**src/sv/pgma_fifo.sv**
```systemverilog
// Small register queue with show-ahead read.
module pgma_fifo #(
  parameter int WIDTH = 8,
  parameter int DEPTH = 4
) (
  input  logic             clk,
  input  logic             rst,
  input  logic             wr_en,
  input  logic [WIDTH-1:0] wr_data,
  output logic             full,
  input  logic             rd_en,
  output logic [WIDTH-1:0] rd_data,
  output logic             empty
);

  localparam int AW = (DEPTH > 1) ? $clog2(DEPTH) : 1;
  localparam int CW = $clog2(DEPTH + 1);

  logic [WIDTH-1:0] slots [DEPTH];
  logic [AW-1:0]    wr_ptr;
  logic [AW-1:0]    rd_ptr;
  logic [CW-1:0]    count;
  logic             do_wr;
  logic             do_rd;

  assign full    = (count == CW'(DEPTH));
  assign empty   = (count == '0);
  assign do_wr   = wr_en & ~full;
  assign do_rd   = rd_en & ~empty;
  assign rd_data = slots[rd_ptr];

  always_ff @(posedge clk) begin
    if (rst) begin
      wr_ptr <= '0;
      rd_ptr <= '0;
      count  <= '0;
    end else begin
      if (do_wr) begin
        wr_ptr <= (wr_ptr == AW'(DEPTH - 1)) ? '0 : wr_ptr + AW'(1);
      end
      if (do_rd) begin
        rd_ptr <= (rd_ptr == AW'(DEPTH - 1)) ? '0 : rd_ptr + AW'(1);
      end
      if (do_wr & ~do_rd) begin
        count <= count + CW'(1);
      end else if (do_rd & ~do_wr) begin
        count <= count - CW'(1);
      end
    end
  end

  always_ff @(posedge clk) begin
    if (do_wr) begin
      slots[wr_ptr] <= wr_data;
    end
  end

endmodule

```
**config.mk**
```make
export PLATFORM = sky130hd
export DESIGN_NAME = pgma_fifo
export DESIGN_NICKNAME = d
export VERILOG_FILES = /design/src/sv/pgma_fifo.sv
export SDC_FILE = /design/constraint.sdc
export NUM_CORES = 1
export LEC_CHECK = 0
export ABC_CLOCK_PERIOD_IN_PS = 4420
export BUFFER_PORTS_ARGS = -buffer_cell sky130_fd_sc_hd__buf_2
export CAP_MARGIN = 30
export CORE_UTILIZATION = 30
export DETAILED_ROUTE_END_ITERATION = 8
export GPL_TIMING_DRIVEN = 0
export PLACE_DENSITY = 0.46
export SETUP_SLACK_MARGIN = 0.15
export SLEW_MARGIN = 20
export SYNTH_ARGS = -nofsm -noshare
export SYNTH_HDL_FRONTEND = slang
export SYNTH_SLANG_ARGS = --single-unit
```
**constraint.sdc**
```tcl
create_clock -name clk -period 4.42 [get_ports clk]
set_input_delay 0.221 -clock clk [delete_from_list [all_inputs] [get_ports clk]]
set_output_delay 0.221 -clock clk [all_outputs]
set_load 0.01 [all_outputs]
```
**After elaboration in Yosys (flattened, before gate mapping)**

Memory sizes are Yosys's and may differ from the RTL's. A register that Yosys moved wholly into a read port is not among the register bits.
Cells that the tools add are included.

- Memories kept: 1
- Input bits: 12
- Memory bits (writable): 32
- Register bits after elaboration: 7

Memory list:

| name | words | bits a word | rd ports | clocked after memory_dff | wr ports | line | RTL |
|---|---|---|---|---|---|---|---|
| slots | 4 | 8 | 1 | 1 | 1 | 19 | `logic [WIDTH-1:0] slots [DEPTH];` |

- Equality and inequality tests: 3
- Reduce and logical (&&, ||, !) cells: 2
- Bitwise operators: 8
- Mux-type cells: 8
- Add/subtract/negate cells: 4

Operator list:

| kind | count |
|---|---|
| 2-to-1 mux 2 bit | 4 |
| 2-to-1 mux 3 bit | 2 |
| adder 2 x 1 -> 2 bit (second input constant) | 2 |
| AND 1 bit | 4 |
| == test 2 bit (second input constant) | 2 |
| NOT 1 bit | 4 |
| adder 3 x 1 -> 3 bit (second input constant) | 1 |
| == test 3 bit (second input constant) | 1 |
| logical NOT 3 bit | 1 |
| subtractor 3 x 1 -> 3 bit (second input constant) | 1 |
| 2-to-1 mux 1 bit | 2 |
| nonzero test 2 bit | 1 |

**Logic depth before layout (Yosys ltp)**

- Depth in word-level cells: 7
- Mapped depth: 10
- Depth with buffers taken out: 9

**Least setup slack after synthesis**

No wires, ideal clock.

- Path kind: register to register
- Start: register count[0]
- End: register count[2]
- Path buffers: 1
- Setup time: 70 ps
- Period minus slack after synthesis: 2174 ps
- Cell stages (with the launch flop): 11
- Slack: 2246 ps
- Arrival time: 2103 ps
- Cell sequence: dfxtp_1 -> or3b_1 -> buf_6 -> clkinv_4 -> nor2_2 -> ha_1 -> inv_1 -> fa_1 -> xor2_1 -> or3_2 -> a21oi_1

- Cells in the longest elaborated chain, start to end: 6
- Elaborated cells between the ends (all ways): 15
- Those cells by class: 2 x add/sub; 1 x eq/ne; 2 x mux; 8 x bitwise; 2 x reduce/logical

Ends and longest elaborated chain:

| item | line | RTL |
|---|---|---|
| start, declared | 22 | `logic [CW-1:0] count;` |
| start signal, assigned | 45 | `count <= count + CW'(1);` |
| start signal, assigned | 47 | `count <= count - CW'(1);` |
| == test 3 bit (*) | 26 | `assign full = (count == CW'(DEPTH));` |
| via full | 10 | `output logic full,` |
| NOT 1 bit (*) | 28 | `assign do_wr = wr_en & ~full;` |
| AND 1 bit (*) | 28 |  |
| via do_wr | 23 | `logic do_wr;` |
| NOT 1 bit | 46 | `end else if (do_rd & ~do_wr) begin` |
| AND 1 bit | 46 |  |
| nonzero test 2 bit (no line) | - |  |

The timed path passes the listed nets; every way through them passes the cells marked *. The select of a mux whose other input is x is not followed.
A chain may end at the register's enable or synchronous reset.

**Final worst setup path**

- Start: register count[0]
- End: register count[2]

- Cells in the longest elaborated chain, start to end: 6
- Elaborated cells between the ends (all ways): 15
- Those cells by class: 2 x add/sub; 1 x eq/ne; 2 x mux; 8 x bitwise; 2 x reduce/logical

Ends and longest elaborated chain:

| item | line |
|---|---|
| == test 3 bit (*) | 26 |
| NOT 1 bit (*) | 28 |
| AND 1 bit (*) | 28 |
| via do_wr | 23 |
| NOT 1 bit | 46 |
| AND 1 bit | 46 |
| nonzero test 2 bit (no line) | - |

Marked as above.

==> flow_metrics.py <==
metrics = {
    "status": {
        "outcome": "finished clean",
    },
    "yosys": {
        "synth_fp_nets": 111,
        "synth_top_area_share_pct": 58.4,
        "synthTopCellsByArea": "edfxtp_1 (58%), dfxtp_1 (11%), mux4_2 (11%), ha_1 (4.6%), and3_2 (1.8%)",
        "synth_seq_area_share_pct": 69.4,
        "syn-mean-instance-area_sq_um": 17.9,
        "netlist_instances": 92,
        "yosysWarningCount": 0,
        "yosys.area.top_type": "edfxtp_1",
        "ys_types": 26,
        "syn-cell-area_sq_mm": 0.00165,
        "yosys_register_bits": 41,
    },
    "sta": {
        "worst_pin_slew_ps": 573,
        "min_period_ps": 2370,
        "fin_worst_skew_ps": 6.51,
        "max-slew-margin-rel_pct": 61.8,
        "fin_crit_sh_pct": 53.6,
        "max_freq_mhz": 422,
        "hold_viol_final": 0,
        "finalSetupTns_ps": 0,
        "setup_viol": 0,
        "finalMaxSlewViolations": 0,
        "rsz0062_at_grt": "false",
    },
    "finish": {
        "fill_cells": 513,
        "n_antenna_cell": 0,
        "fin_area_sq_mm": 0.00192,
        "drive_gt1_share_pct": 38.3,
        "syn_to_final_growth_pct": 16.7,
        "fin_nets": 138,
    },
    "worst_setup_path": {
        "cp_cell_sequence": "or3b_1, buf_6, clkinv_4, nor2_2, ha_1, inv_1, fa_1, xor2_1, or3_2, a21oi_1",
        "worst_setup_path_start_kind": "register",
        "cp-end-kind": "register",
        "critPathBufInv": 3,
        "cp_max_fo": 7,
        "worstPathRequired_ps": 4640,
        "crit_family": "simple AND/OR/NAND/NOR gates",
        "slowest_delay_ps": 450,
        "cpMaxStageDelayCell": "dfxtp_1",
        "critPathKind": "reg -> reg",
        "arrival_ps": 2590,
    },
    "placement": {
        "port_buffers": 20,
        "place_area_sq_mm": 0.00183,
        "hpwlAfterDp_um": 1950,
        "place.gp.congestion": 0.619,
    },
    "cts": {
        "numCtsBuffers": 5,
        "htree_levels": 2,
        "cts_setup_buffers": 0,
        "clkLatencyLatePin_ps": 290,
        "clock-root-buffer": "clkbuf_8",
        "cts_hold_buf": 0,
        "ctsResizeCount": 0,
        "clock_sinks": 41,
        "cts.clk_slew.worst_paths_ps": 80,
        "cts_tree": "done",
        "ctsLongestPathBuffers": 2,
    },
    "power": {
        "p_per_area_mw_per_mm2": 524,
        "ir_drop_uv": 131,
        "p_leak_nw": 0.701,
    },
    "route": {
        "met3_wirelength_um": 136,
        "routed_via_density": 4.56,
        "wl_per_cell_um": 14.9,
        "topRoutingLayerUsed": "met4",
        "drtIter0Drc": 26,
        "vias": 866,
        "wl_met1_um": 1200,
        "antenna_left": 0,
        "drt_wl_total_um": 2830,
        "drtPass1Iterations": 4,
        "drc_errors": 0,
        "wl_met2_um": 1440,
    },
    "grt": {
        "grtUsageTotal_pct": 11.3,
        "grt_pass1_vias": 951,
        "grt_pass1_wl_um": 4770,
        "grt_overflow": 0,
        "grt_max_degree": 14,
        "grt_antenna_before_repair": 0,
    },
    "min_path": {
        "hold_class": "in -> reg",
    },
    "floorplanning": {
        "die_w_um": 76.1,
        "start_util_pct": 31.6,
        "die_area_sq_mm": 0.00578,
        "coreArea_sq_mm": 0.00520,
        "io_pins": 22,
        "rows": 26,
        "fp.dieH_um": 76.1,
    },
    "flow_run": {
        "cap_violations": 0,
    },
}
[cells by family after synthesis]
family / share of synthesized area (%)
flip-flops: 69.4
AND/OR/NAND/NOR: 5.70
multiplexers: 12.2
buffers and inverters: 2.89
AO/OA/AOI/OAI: 3.04
adder cells (fa/ha/maj): 5.78
XOR/XNOR: 1.06
[power breakdown]
part | switching, mW | internal, mW
Clock | 0.126 | 0.109
Sequential | 0.0276 | 0.470
Combinational | 0.140 | 0.132
Total | 0.294 | 0.711
[cells in the mapped netlist, drive strengths merged]
| cell | number |
|---|---|
| xor2 | 2 |
| nor3 | 2 |
| nand3 | 2 |
| mux2i | 2 |
| ha | 6 |
| o31ai | 2 |
| nor2 | 4 |
| a21oi | 3 |
| fa | 1 |
| and3 | 4 |
| mux4 | 8 |
| or3b | 1 |
| nand2 | 1 |
| clkinv | 1 |
| edfxtp | 32 |
| clkbuf | 1 |
| dfxtp | 9 |
| buf | 3 |
| or3 | 2 |
| o21ai | 2 |
| inv | 4 |
[routing by layer]
layer  GRT usage [%]  vias up
met3            4.19        7
met2            18.0       22
met5               0        -
li1                -      407
met1            13.7      430
met4            5.19        0
[path summary, 6_finish.rpt]
path                           from               endpoint  slack [ps]  cells after the start
max reg2reg   count[0]$_SDFFE_PP0P_  count[2]$_SDFFE_PP0P_        2050                     10
min                      wr_data[1]  slots[0][1]$_DFFE_PP_         140                      1
min reg2reg  rd_ptr[0]$_SDFFE_PP0P_               register         530                      2
max           count[0]$_SDFFE_PP0P_  count[2]$_SDFFE_PP0P_        2050                     10
[state kept, by name, indices dropped and copies added, names as in the netlist, named ones only]
signal / cells
slots: 32
wr_ptr: 2
count: 3
rd_ptr: 2
[through the flow]
stage	util [%]	hold WS, ps	setup slack [ps]	total power [mW]	cells
5_1_grt	36.9	134	1860	1.07	190
2_1_floorplan	-	320	2250	0.695	92
6_report	36.9	144	2050	1.00	190
4_1_cts	36.9	134	2020	1.02	190
3_5_place_dp	35.2	445	2060	0.786	182
3_3_place_gp	35.2	433	2130	0.771	182
[layout by cell type (no fill, tap or decap)]
| master | instances |
|---|---|
| buf_2 | 21 |
| buf_1 | 1 |
| nand2_1 | 1 |
| ha_1 | 6 |
| clkinv_4 | 2 |
| inv_1 | 4 |
| mux2i_1 | 2 |
| o31ai_2 | 2 |
| clkinv_2 | 1 |
| mux4_2 | 8 |
| nand3_1 | 2 |
| o21ai_0 | 1 |
| or3b_1 | 1 |
| buf_6 | 1 |
| or3_1 | 1 |
| nor2_2 | 1 |
| dfxtp_1 | 9 |
| o21ai_1 | 1 |
| xor2_1 | 2 |
| a21oi_1 | 3 |
| nor2_1 | 3 |
| and3_2 | 4 |
| fa_1 | 1 |
| clkbuf_8 | 5 |
| clkbuf_1 | 1 |
| nor3_1 | 2 |
| clkinv_1 | 1 |
| edfxtp_1 | 32 |
| or3_2 | 1 |
[cell type report]
| cell class | instances | area [sq um] | share of cell area, % |
|---|---|---|---|
| Buffer | 4 | 23.8 | 1.24 |
| Clock buffer | 5 | 68.8 | 3.59 |
| Clock inverter | 3 | 17.5 | 0.913 |
| Inverter | 5 | 23.8 | 1.24 |
| Multi-Input combinational cell | 42 | 457 | 23.8 |
| Sequential cell | 41 | 1140 | 59.5 |
| Tap cell | 70 | 87.6 | 4.56 |
| Timing Repair Buffer | 20 | 100 | 5.22 |
Note: power is estimated with default switching activity, not from simulation.
