$ cat config.mk
export PLATFORM = sky130hd
export DESIGN_NAME = pgma_back
export DESIGN_NICKNAME = d
export VERILOG_FILES = /design/src/sv/pgma_pkg.sv /design/src/sv/pgma_back.sv
export SDC_FILE = /design/constraint.sdc
export NUM_CORES = 2
export LEC_CHECK = 0
export BUFFER_PORTS_ARGS = -buffer_cell sky130_fd_sc_hd__buf_2
export CAP_MARGIN = 10
export CORE_ASPECT_RATIO = 1.1
export CORE_MARGIN = 1
export CORE_UTILIZATION = 61
export DETAILED_ROUTE_END_ITERATION = 6
export GPL_ROUTABILITY_DRIVEN = 0
export PLACE_DENSITY = 0.78
export SYNTH_ARGS = -nofsm -noshare
export SYNTH_HDL_FRONTEND = slang
export SYNTH_SLANG_ARGS = --single-unit
$ cat constraint.sdc
create_clock -name clk -period 9.4 [get_ports clk]
set_input_delay 0 -clock clk [delete_from_list [all_inputs] [get_ports clk]]
set_output_delay 0 -clock clk [all_outputs]
set_load 0.005 [all_outputs]
$ cat src/sv/pgma_pkg.sv
// Shared types, CORDIC arctangent table and constants of the 2x2 gradient block.
package pgma_pkg;

  localparam int CORDIC_STEPS = 30;
  localparam int SQRT_STEPS   = 13;   // 26-bit radicand, two bits per step
  localparam int LVL_STEPS    = 9;    // 18-bit radicand, two bits per step

  localparam longint unsigned ANG_ONE = 64'd1 << 40;

  // Front to back: one classified pixel.
  typedef struct packed {
    logic signed [9:0] dx_half;
    logic signed [9:0] dy_half;
    logic              grad;
    logic              tail;
  } job_t;

  // One result beat.
  typedef struct packed {
    logic signed [9:0]  dx_half;
    logic signed [9:0]  dy_half;
    logic [12:0]        magnitude_q4;
    logic [7:0]         magnitude_level;
    logic signed [14:0] angle_q12;
    logic               row_end;
  } res_t;

  typedef enum logic [1:0] {
    BK_IDLE,
    BK_RUN,
    BK_EMIT_GRAD,
    BK_EMIT_TAIL
  } back_state_t;

  // 2^40 / 2^(i*m), or zero once the power passes 2^40.
  function automatic longint unsigned pw_shift(input int i, input int m);
    longint unsigned r;
    r = ((i * m) <= 40) ? (ANG_ONE >> (i * m)) : 64'd0;
    return r;
  endfunction

  // atan(2^-i) in Q40 from the truncated alternating power series.
  function automatic longint atan_pow2(input int i);
    longint unsigned acc;
    acc = 64'd0;
    acc = acc + pw_shift(i, 1) / 64'd1;   acc = acc - pw_shift(i, 3) / 64'd3;
    acc = acc + pw_shift(i, 5) / 64'd5;   acc = acc - pw_shift(i, 7) / 64'd7;
    acc = acc + pw_shift(i, 9) / 64'd9;   acc = acc - pw_shift(i, 11) / 64'd11;
    acc = acc + pw_shift(i, 13) / 64'd13; acc = acc - pw_shift(i, 15) / 64'd15;
    acc = acc + pw_shift(i, 17) / 64'd17; acc = acc - pw_shift(i, 19) / 64'd19;
    acc = acc + pw_shift(i, 21) / 64'd21; acc = acc - pw_shift(i, 23) / 64'd23;
    acc = acc + pw_shift(i, 25) / 64'd25; acc = acc - pw_shift(i, 27) / 64'd27;
    acc = acc + pw_shift(i, 29) / 64'd29; acc = acc - pw_shift(i, 31) / 64'd31;
    acc = acc + pw_shift(i, 33) / 64'd33; acc = acc - pw_shift(i, 35) / 64'd35;
    acc = acc + pw_shift(i, 37) / 64'd37; acc = acc - pw_shift(i, 39) / 64'd39;
    return longint'(acc);
  endfunction

  // atan(1/5) and atan(1/239) in Q40 for Machin's formula.
  localparam longint ATAN_5 =
      longint'((ANG_ONE / 64'd5) / 64'd1) - longint'((ANG_ONE / 64'd125) / 64'd3)
    + longint'((ANG_ONE / 64'd3125) / 64'd5) - longint'((ANG_ONE / 64'd78125) / 64'd7)
    + longint'((ANG_ONE / 64'd1953125) / 64'd9)
    - longint'((ANG_ONE / 64'd48828125) / 64'd11)
    + longint'((ANG_ONE / 64'd1220703125) / 64'd13)
    - longint'((ANG_ONE / 64'd30517578125) / 64'd15)
    + longint'((ANG_ONE / 64'd762939453125) / 64'd17);
  localparam longint ATAN_239 =
      longint'((ANG_ONE / 64'd239) / 64'd1)
    - longint'((ANG_ONE / 64'd13651919) / 64'd3)
    + longint'((ANG_ONE / 64'd779811265199) / 64'd5);
  localparam longint ATAN_0  = 4 * ATAN_5 - ATAN_239;
  localparam longint PI_Q40  = 4 * ATAN_0;
  localparam longint PI_Q12  = (PI_Q40 + (64'sd1 <<< 27)) >>> 28;

  localparam longint ATAN_TAB [CORDIC_STEPS] = '{
    ATAN_0,        atan_pow2(1),  atan_pow2(2),  atan_pow2(3),  atan_pow2(4),
    atan_pow2(5),  atan_pow2(6),  atan_pow2(7),  atan_pow2(8),  atan_pow2(9),
    atan_pow2(10), atan_pow2(11), atan_pow2(12), atan_pow2(13), atan_pow2(14),
    atan_pow2(15), atan_pow2(16), atan_pow2(17), atan_pow2(18), atan_pow2(19),
    atan_pow2(20), atan_pow2(21), atan_pow2(22), atan_pow2(23), atan_pow2(24),
    atan_pow2(25), atan_pow2(26), atan_pow2(27), atan_pow2(28), atan_pow2(29)
  };

endpackage

$ cat src/sv/pgma_back.sv
// Back part: iterative square roots and vectoring CORDIC for one pixel at a time.
module pgma_back (
  input  logic           clk,
  input  logic           rst,
  input  logic           job_empty,
  input  pgma_pkg::job_t job,
  output logic           job_pop,
  output logic           res_push,
  output pgma_pkg::res_t res,
  input  logic           res_full
);

  pgma_pkg::back_state_t state, state_next;

  logic [4:0]         cnt;
  logic               tail;
  logic signed [9:0]  dxh;
  logic signed [9:0]  dyh;
  logic signed [36:0] x;
  logic signed [36:0] y;
  logic signed [44:0] z;
  logic [25:0]        sq_rad;
  logic [15:0]        sq_rem;
  logic [12:0]        sq_root;
  logic [17:0]        lv_rad;
  logic [10:0]        lv_rem;
  logic [8:0]         lv_root;

  logic signed [19:0] dx2, dy2;
  logic [19:0]        sum_sq;
  logic signed [36:0] jx, jy;
  logic signed [36:0] x_sh, y_sh;
  logic signed [44:0] atan_z;
  logic [17:0]        sq_rem2;
  logic [14:0]        sq_trial;
  logic [12:0]        lv_rem2;
  logic [10:0]        lv_trial;
  logic [12:0]        mag_q4;
  logic [7:0]         mag_lvl;
  logic signed [44:0] z_round;
  logic signed [14:0] ang;
  logic               take;

  assign take = (state == pgma_pkg::BK_IDLE) & ~job_empty;

  // Load-time arithmetic.
  assign dx2    = job.dx_half * job.dx_half;
  assign dy2    = job.dy_half * job.dy_half;
  assign sum_sq = 20'(dx2) + 20'(dy2);
  assign jx     = 37'(job.dx_half) <<< 24;
  assign jy     = 37'(job.dy_half) <<< 24;

  // One iteration of each unit.
  assign x_sh     = x >>> cnt;
  assign y_sh     = y >>> cnt;
  assign atan_z   = 45'(pgma_pkg::ATAN_TAB[cnt]);
  assign sq_rem2  = {sq_rem, sq_rad[25:24]};
  assign sq_trial = {sq_root, 2'b01};
  assign lv_rem2  = {lv_rem, lv_rad[17:16]};
  assign lv_trial = {lv_root, 2'b01};

  // Result shaping.
  assign mag_q4  = (sq_rem > 16'(sq_root)) ? sq_root + 13'd1 : sq_root;
  assign mag_lvl = (lv_root > 9'd255) ? 8'd255 : lv_root[7:0];
  assign z_round = z + (45'sd1 <<< 27);
  always_comb begin
    if (dxh == '0) begin
      ang = (dyh < 0) ? '0 : 15'(pgma_pkg::PI_Q12);
    end else begin
      ang = z_round[42:28];
    end
  end

  always_comb begin
    state_next = state;
    case (state)
      pgma_pkg::BK_IDLE: begin
        if (!job_empty) begin
          state_next = job.grad ? pgma_pkg::BK_RUN : pgma_pkg::BK_EMIT_TAIL;
        end
      end
      pgma_pkg::BK_RUN: begin
        if (cnt == 5'(pgma_pkg::CORDIC_STEPS - 1)) begin
          state_next = pgma_pkg::BK_EMIT_GRAD;
        end
      end
      pgma_pkg::BK_EMIT_GRAD: begin
        if (!res_full) begin
          state_next = tail ? pgma_pkg::BK_EMIT_TAIL : pgma_pkg::BK_IDLE;
        end
      end
      pgma_pkg::BK_EMIT_TAIL: begin
        if (!res_full) begin
          state_next = pgma_pkg::BK_IDLE;
        end
      end
      default: state_next = pgma_pkg::BK_IDLE;
    endcase
  end

  always_comb begin
    job_pop  = 1'b0;
    res_push = 1'b0;
    res      = '0;
    case (state)
      pgma_pkg::BK_IDLE: begin
        job_pop = ~job_empty;
      end
      pgma_pkg::BK_EMIT_GRAD: begin
        res_push            = ~res_full;
        res.dx_half         = dxh;
        res.dy_half         = dyh;
        res.magnitude_q4    = mag_q4;
        res.magnitude_level = mag_lvl;
        res.angle_q12       = ang;
      end
      pgma_pkg::BK_EMIT_TAIL: begin
        res_push    = ~res_full;
        res.row_end = 1'b1;
      end
      default: begin
        job_pop = 1'b0;
      end
    endcase
  end

  always_ff @(posedge clk) begin
    if (rst) begin
      state <= pgma_pkg::BK_IDLE;
    end else begin
      state <= state_next;
    end
  end

  always_ff @(posedge clk) begin
    if (take) begin
      cnt     <= '0;
      tail    <= job.tail;
      dxh     <= job.dx_half;
      dyh     <= job.dy_half;
      sq_rad  <= {sum_sq, 6'b000000};
      sq_rem  <= '0;
      sq_root <= '0;
      lv_rad  <= sum_sq[19:2];
      lv_rem  <= '0;
      lv_root <= '0;
      // atan2(dx, -dy): fold the left half plane onto the right.
      if (job.dy_half > 0) begin
        x <= jy;
        y <= -jx;
        z <= (job.dx_half > 0) ? 45'(pgma_pkg::PI_Q40) : -45'(pgma_pkg::PI_Q40);
      end else begin
        x <= -jy;
        y <= jx;
        z <= '0;
      end
    end else if (state == pgma_pkg::BK_RUN) begin
      cnt <= cnt + 5'd1;
      if (y > 0) begin
        x <= x + y_sh;
        y <= y - x_sh;
        z <= z + atan_z;
      end else begin
        x <= x - y_sh;
        y <= y + x_sh;
        z <= z - atan_z;
      end
      if (cnt < 5'(pgma_pkg::SQRT_STEPS)) begin
        sq_rad <= {sq_rad[23:0], 2'b00};
        if (sq_rem2 >= 18'(sq_trial)) begin
          sq_rem  <= 16'(sq_rem2 - 18'(sq_trial));
          sq_root <= {sq_root[11:0], 1'b1};
        end else begin
          sq_rem  <= sq_rem2[15:0];
          sq_root <= {sq_root[11:0], 1'b0};
        end
      end
      if (cnt < 5'(pgma_pkg::LVL_STEPS)) begin
        lv_rad <= {lv_rad[15:0], 2'b00};
        if (lv_rem2 >= 13'(lv_trial)) begin
          lv_rem  <= 11'(lv_rem2 - 13'(lv_trial));
          lv_root <= {lv_root[7:0], 1'b1};
        end else begin
          lv_rem  <= lv_rem2[10:0];
          lv_root <= {lv_root[7:0], 1'b0};
        end
      end
    end
  end

endmodule

[After elaboration in Yosys (flattened, before gate mapping)]
Memories as Yosys holds them, arrays and structs flattened.
Index checks and enable logic that the tools add are counted.
Operators by class
  add/subtract/negate cells: 14
  $mul: 2
  magnitude comparators: 11
  eq/ne operators: 8
  shifts and indexed selects: 2
  mux-type cells: 40
  bitwise logic cells: 4
  reduce and logical (&&, ||, !) cells: 11
Operators by type and width (count)
  $mux 45: 7
  $mux 37: 8
  $mux 26: 3
  $add 37x37->37: 2
  $neg 34->37: 2
  $sshr 37x5->37: 2
  $sub 37x37->37: 2
  $mux 56: 1
  $mux 18: 3
  $add 45x45->45: 1
  $sub 45x45->45: 1
  $add 43x29->43 const B: 1
  $mul 10x10->20: 2
  $gt 37x1->1 const B: 1
  $add 20x20->20: 1
  $gt 10x1->1 const B: 2
  $ge 18x15->1: 1
  $gt 16x13->1: 1
  $mux 16: 1
  $sub 16x15->16: 1
  $mux 15: 1
  $mux 14: 1
  $add 13x1->13 const B: 1
  $ge 13x11->1: 1
  other kinds (25): 45
Word-level totals
  bits in registers: 234
  bits in read-only memories: 2048
  output and inout port bits: 59
  memories: 1
Memories
  (name not given): words 32, bits a word 64, rd ports 1, clocked after memory_dff 0, write ports 0, line pgma_back.sv:56  | assign atan_z = 45'(pgma_pkg::ATAN_TAB[cnt]);

[Logic depth before layout (Yosys ltp)]
  depth in word-level cells: 8
  depth in mapped cells: 29
  gate-level depth less buffers: 28

[Worst setup path after synthesis]
OpenSTA, ideal clock, no wires.
  kind: input port to flip-flop
  from: input port job[11] (netlist bit)
  to: register lv_rad[17], data pin
  arrival time: 6.359 ns
  setup slack: 2.771 ns
  cell stages on the path: 22
  cell sequence: clkbuf_1 > and2_1 > inv_1 > fa_1 > fa_1 > inv_1 > fa_1 > fa_1 > fa_1 > fa_1 > inv_1 > fa_1 > inv_1 > ha_1 > a211oi_1 > o31ai_1 > o41ai_1 > o21ai_0 > o21a_1 > nor2_1 > xnor2_1 > a21oi_1
On the way
  cells in the longest elaborated chain, start to end: 3
RTL lines
  start: declaration: line pgma_back.sv:6  | input pgma_pkg::job_t job,
  $mul 10x10->20: line pgma_back.sv:48  | assign dy2 = job.dy_half * job.dy_half;
  $add 20x20->20: line pgma_back.sv:49  | assign sum_sq = 20'(dx2) + 20'(dy2);
  $mux 18: line pgma_back.sv:136  | if (take) begin
  end signal: assignment: line pgma_back.sv:144  | lv_rad <= sum_sq[19:2];
  end signal: assignment: line pgma_back.sv:179  | lv_rad <= {lv_rad[15:0], 2'b00};
  end: declaration: line pgma_back.sv:25  | logic [17:0] lv_rad;
Every way passes these cells.
A chain may end at the register's enable or synchronous reset.

[Worst setup path in the final report]
  from: register cnt[1]
  to: register z[40], data pin
On the way
  cells in the longest elaborated chain, start to end: 8
RTL lines
  start: declaration: line pgma_back.sv:15  | logic [4:0] cnt;
  start signal: assignment: line pgma_back.sv:158  | cnt <= cnt + 5'd1;
  $not 5->6 (implied by the code) (*): line pgma_back.sv:56
  $mem_v2 32x64 (*)
  $mux 45 (implied by the code) (*) (2 in series): line pgma_back.sv:56
  $sub 45x45->45 or $add 45x45->45 (tied branches): line pgma_back.sv:166, pgma_back.sv:162
  $mux 45 (*): line pgma_back.sv:159  | if (y > 0) begin
  $mux 45 (*): line pgma_back.sv:157  | end else if (state == pgma_pkg::BK_RUN) begin
  $mux 45 (*): line pgma_back.sv:136
  end signal: assignment: line pgma_back.sv:151  | z <= (job.dx_half > 0) ? 45'(pgma_pkg::PI_Q40) : -45'(pgma_pkg::PI_Q40);
  end signal: assignment: line pgma_back.sv:162  | z <= z + atan_z;
  end signal: assignment: line pgma_back.sv:166  | z <= z - atan_z;
  end: declaration: line pgma_back.sv:21  | logic signed [44:0] z;
Mark *: on every way between the ends. The rest lies on a longest branch, timed or not. The select of a mux whose other input is x is not followed.

==> reports/metrics.cfg <==
[cts]
numCtsBuffers = 29
cts_resized = 0
cts_num_sinks = 232
ctsLongestPathBuffers = 3
clk_pin_slew_worst_paths_ps = 60
ctsHtreeMaxLevel = 1
clk_latency_ps = 600
tritoncts = built
root_buffer = clkbuf_16
post-cts-setup-buffer-count = 0

[floorplan]
die_y_um = 243
start_util_pct = 62.2
design.die.area_um2 = 53600
fp-row-count = 87
ios = 85
die_x_um = 221
coreArea_um2 = 51700

[timing]
drv_slew = 0
max_freq_mhz = 128
hold_ws_ps = 124
setup_viol_count_final = 0
hold_viol = 0
period_needed_ps = 7800
slew_headroom_pct = 19.4
skew_ps = 12.0
worst-slew-pin-transition_ps = 1200
period_share_pct = 82.9
rsz0062_at_grt = false
tns_ps = 0

[synthesis]
yosys_register_bits = 232
synth-seq-area-share_pct = 19.9
synth_top_area_share_pct = 16.4
syn_avg_cell_area_um2 = 8.83
yosys_warnings = 0
syn_area_um2 = 32200
synth-edff-count = 176
syn_nets = 4094
synth_cells = 3641
synth_top_area_cell = edfxtp_1
ys_top_cells_by_area = edfxtp_1, fa_1, ha_1
synth_cell_types = 102
synthFlopType = edfxtp_1
async_reset_ff_share_pct = 0

[global_routing]
grt_use_met3_pct = 5.04
grt_pass1_vias = 27144
grt_max_degree = 89
grtUsageMet1_pct = 40.7
grt_pass1_wl_mm = 142
grt_overflow = 0
track_usage_pct = 32.9
met2_usage_pct = 54.6
busiest_layer = met2
antenna_found_initial = 2

[hold_path]
holdCritPathClass = in -> reg
hp-start = job[0]
min_to = tail$_DFFE_PP_
hold_depth = 2

[finish]
diodes = 0
final_cell_mix = inv_1, nand2_1, nor2_1, ha_1, a21oi_1
drive_gt1_share_pct = 9.53
fin_nets = 4083
multi_input_area_um2 = 23500
register_area_um2 = 6420
final_area_um2 = 34100
area_delta_synth_final_pct = 5.93
n_fill_cell = 4250
final_common_cell = inv_1

[route]
postRouteAntennaNets = 0
num_vias = 27766
first_pass_iters = 7
finalWirelength_mm = 89.1
routedWlPerCell_um = 20.6
remaining_drc_errors = 2
drt_iter0_markers = 3131
post_drt_via_cell_ratio = 6.43

[critical_path]
crit_type = reg -> reg
cp_max_fo = 63
startpoint_type = flop
timing.rr.start = cnt[1]$_SDFFE_PP0P_
reg2reg_depth = 21
crit_required_ps = 9700
timing.rr.end = z[40]$_DFFE_PP_
rrSetupSlack_ps = 1600
setup.worst_path.end_class = flop
crit_arrival_ps = 8100

[outcome]
status = complete, but fails checks
violations = design-rule violations

[placed_design]
place_area_um2 = 32800
dp_hpwl_mm = 67.0
port_buffers = 84

[run]
timing.max_cap.violations = 0

==> state kept, by name (all words and copies together) (netlist names), 5 cells and up <==
name     flops
z           43
x           37
y           37
sq_rad      20
lv_rad      18
sq_rem      16
sq_root     13
lv_rem      11
dxh         10
dyh         10
lv_root      9
cnt          5
==> Yosys cell counts, types with 49 or more instances <==
library cell and n:
inv_1 362, nand2_1 330, nor2_1 293, ha_1 228, a21oi_1 221, o21ai_0 218, fa_1 199, xnor2_1 179
edfxtp_1 176, clkbuf_1 109, xor2_1 108, mux4_2 91, a21o_1 85, nand3_1 84, mux2i_1 81, and2_1 70
dfxtp_1 56, nor2b_1 51, nor3_1 49
==> per-layer routing <==
metal	part of all wire, %	up-vias
met5	0.015	-
met4	6.8	2
li1	-	12863
met1	38	13255
met3	7.7	355
met2	47	1291
==> layout make-up <==
cell class	count	share of cell area (%)
multi-input combinational	2862	69.1
sequential	232	18.9
inverter	372	4.12
timing repair buffer	133	2.51
tap	667	2.45
clock buffer	31	2.15
clock inverter	22	0.856
==> what timing repair did <==
action                                  4_1_cts  5_1_grt
hold buffers                                 27        0
hold endpoints to repair                     26        0
endpoints found under the setup margin        0        0
==> worst max-delay path, cell delays in order (launching register included) <==
cell	delay (ps)
dfxtp_4	920
clkinv_1	760
ha_1	570
nand2_1	240
nor3b_1	480
a211oi_1	140
or2_2	350
or3_1	430
nor3_1	340
a41oi_1	180
xor2_1	170
ha_1	350
a21o_1	190
a2111oi_0	550
o31a_1	200
o21ai_0	120
a221o_1	360
a31oi_1	430
o21ai_0	260
a21oi_1	220
xor2_1	150
o21ai_0	80
==> cell families after synthesis <==
family                   after synthesis  share of synthesized area (%)
AND/OR/NAND/NOR                     1058                           15.5
buffers and inverters                547                           6.98
XOR/XNOR                             287                           7.82
AO/OA/AOI/OAI                        867                           17.3
adder cells (fa/ha/maj)              428                           21.3
multiplexers                         222                           11.1
flip-flops                           232                           19.9
==> how the worst max path moves through the flow <==
stage                   startpoint              endpoint  depth (start not counted)
3_3_place_gp               job[11]  lv_rad[17]$_DFFE_PP_                         22
3_5_place_dp               job[11]  sq_rad[25]$_DFFE_PP_                         22
4_1_cts                    job[11]  sq_rad[25]$_DFFE_PP_                         23
2_1_floorplan              job[11]  lv_rad[17]$_DFFE_PP_                         22
5_1_grt        cnt[1]$_SDFFE_PP0P_       z[40]$_DFFE_PP_                         21
6_report       cnt[1]$_SDFFE_PP0P_       z[40]$_DFFE_PP_                         21
==> through the flow <==
step	setup WS [ps]	utilization (%)	instances
3_3_place_gp	2020	63.4	4238
5_1_grt	1060	65.9	4319
6_report	1600	65.9	4319
4_1_cts	1930	65.9	4318
2_1_floorplan	2770	-	3641
3_5_place_dp	1870	63.4	4238
Power is left out: the tool's default activity adds up to more than one toggle a clock period on the data nets, which glitch-free logic cannot reach.
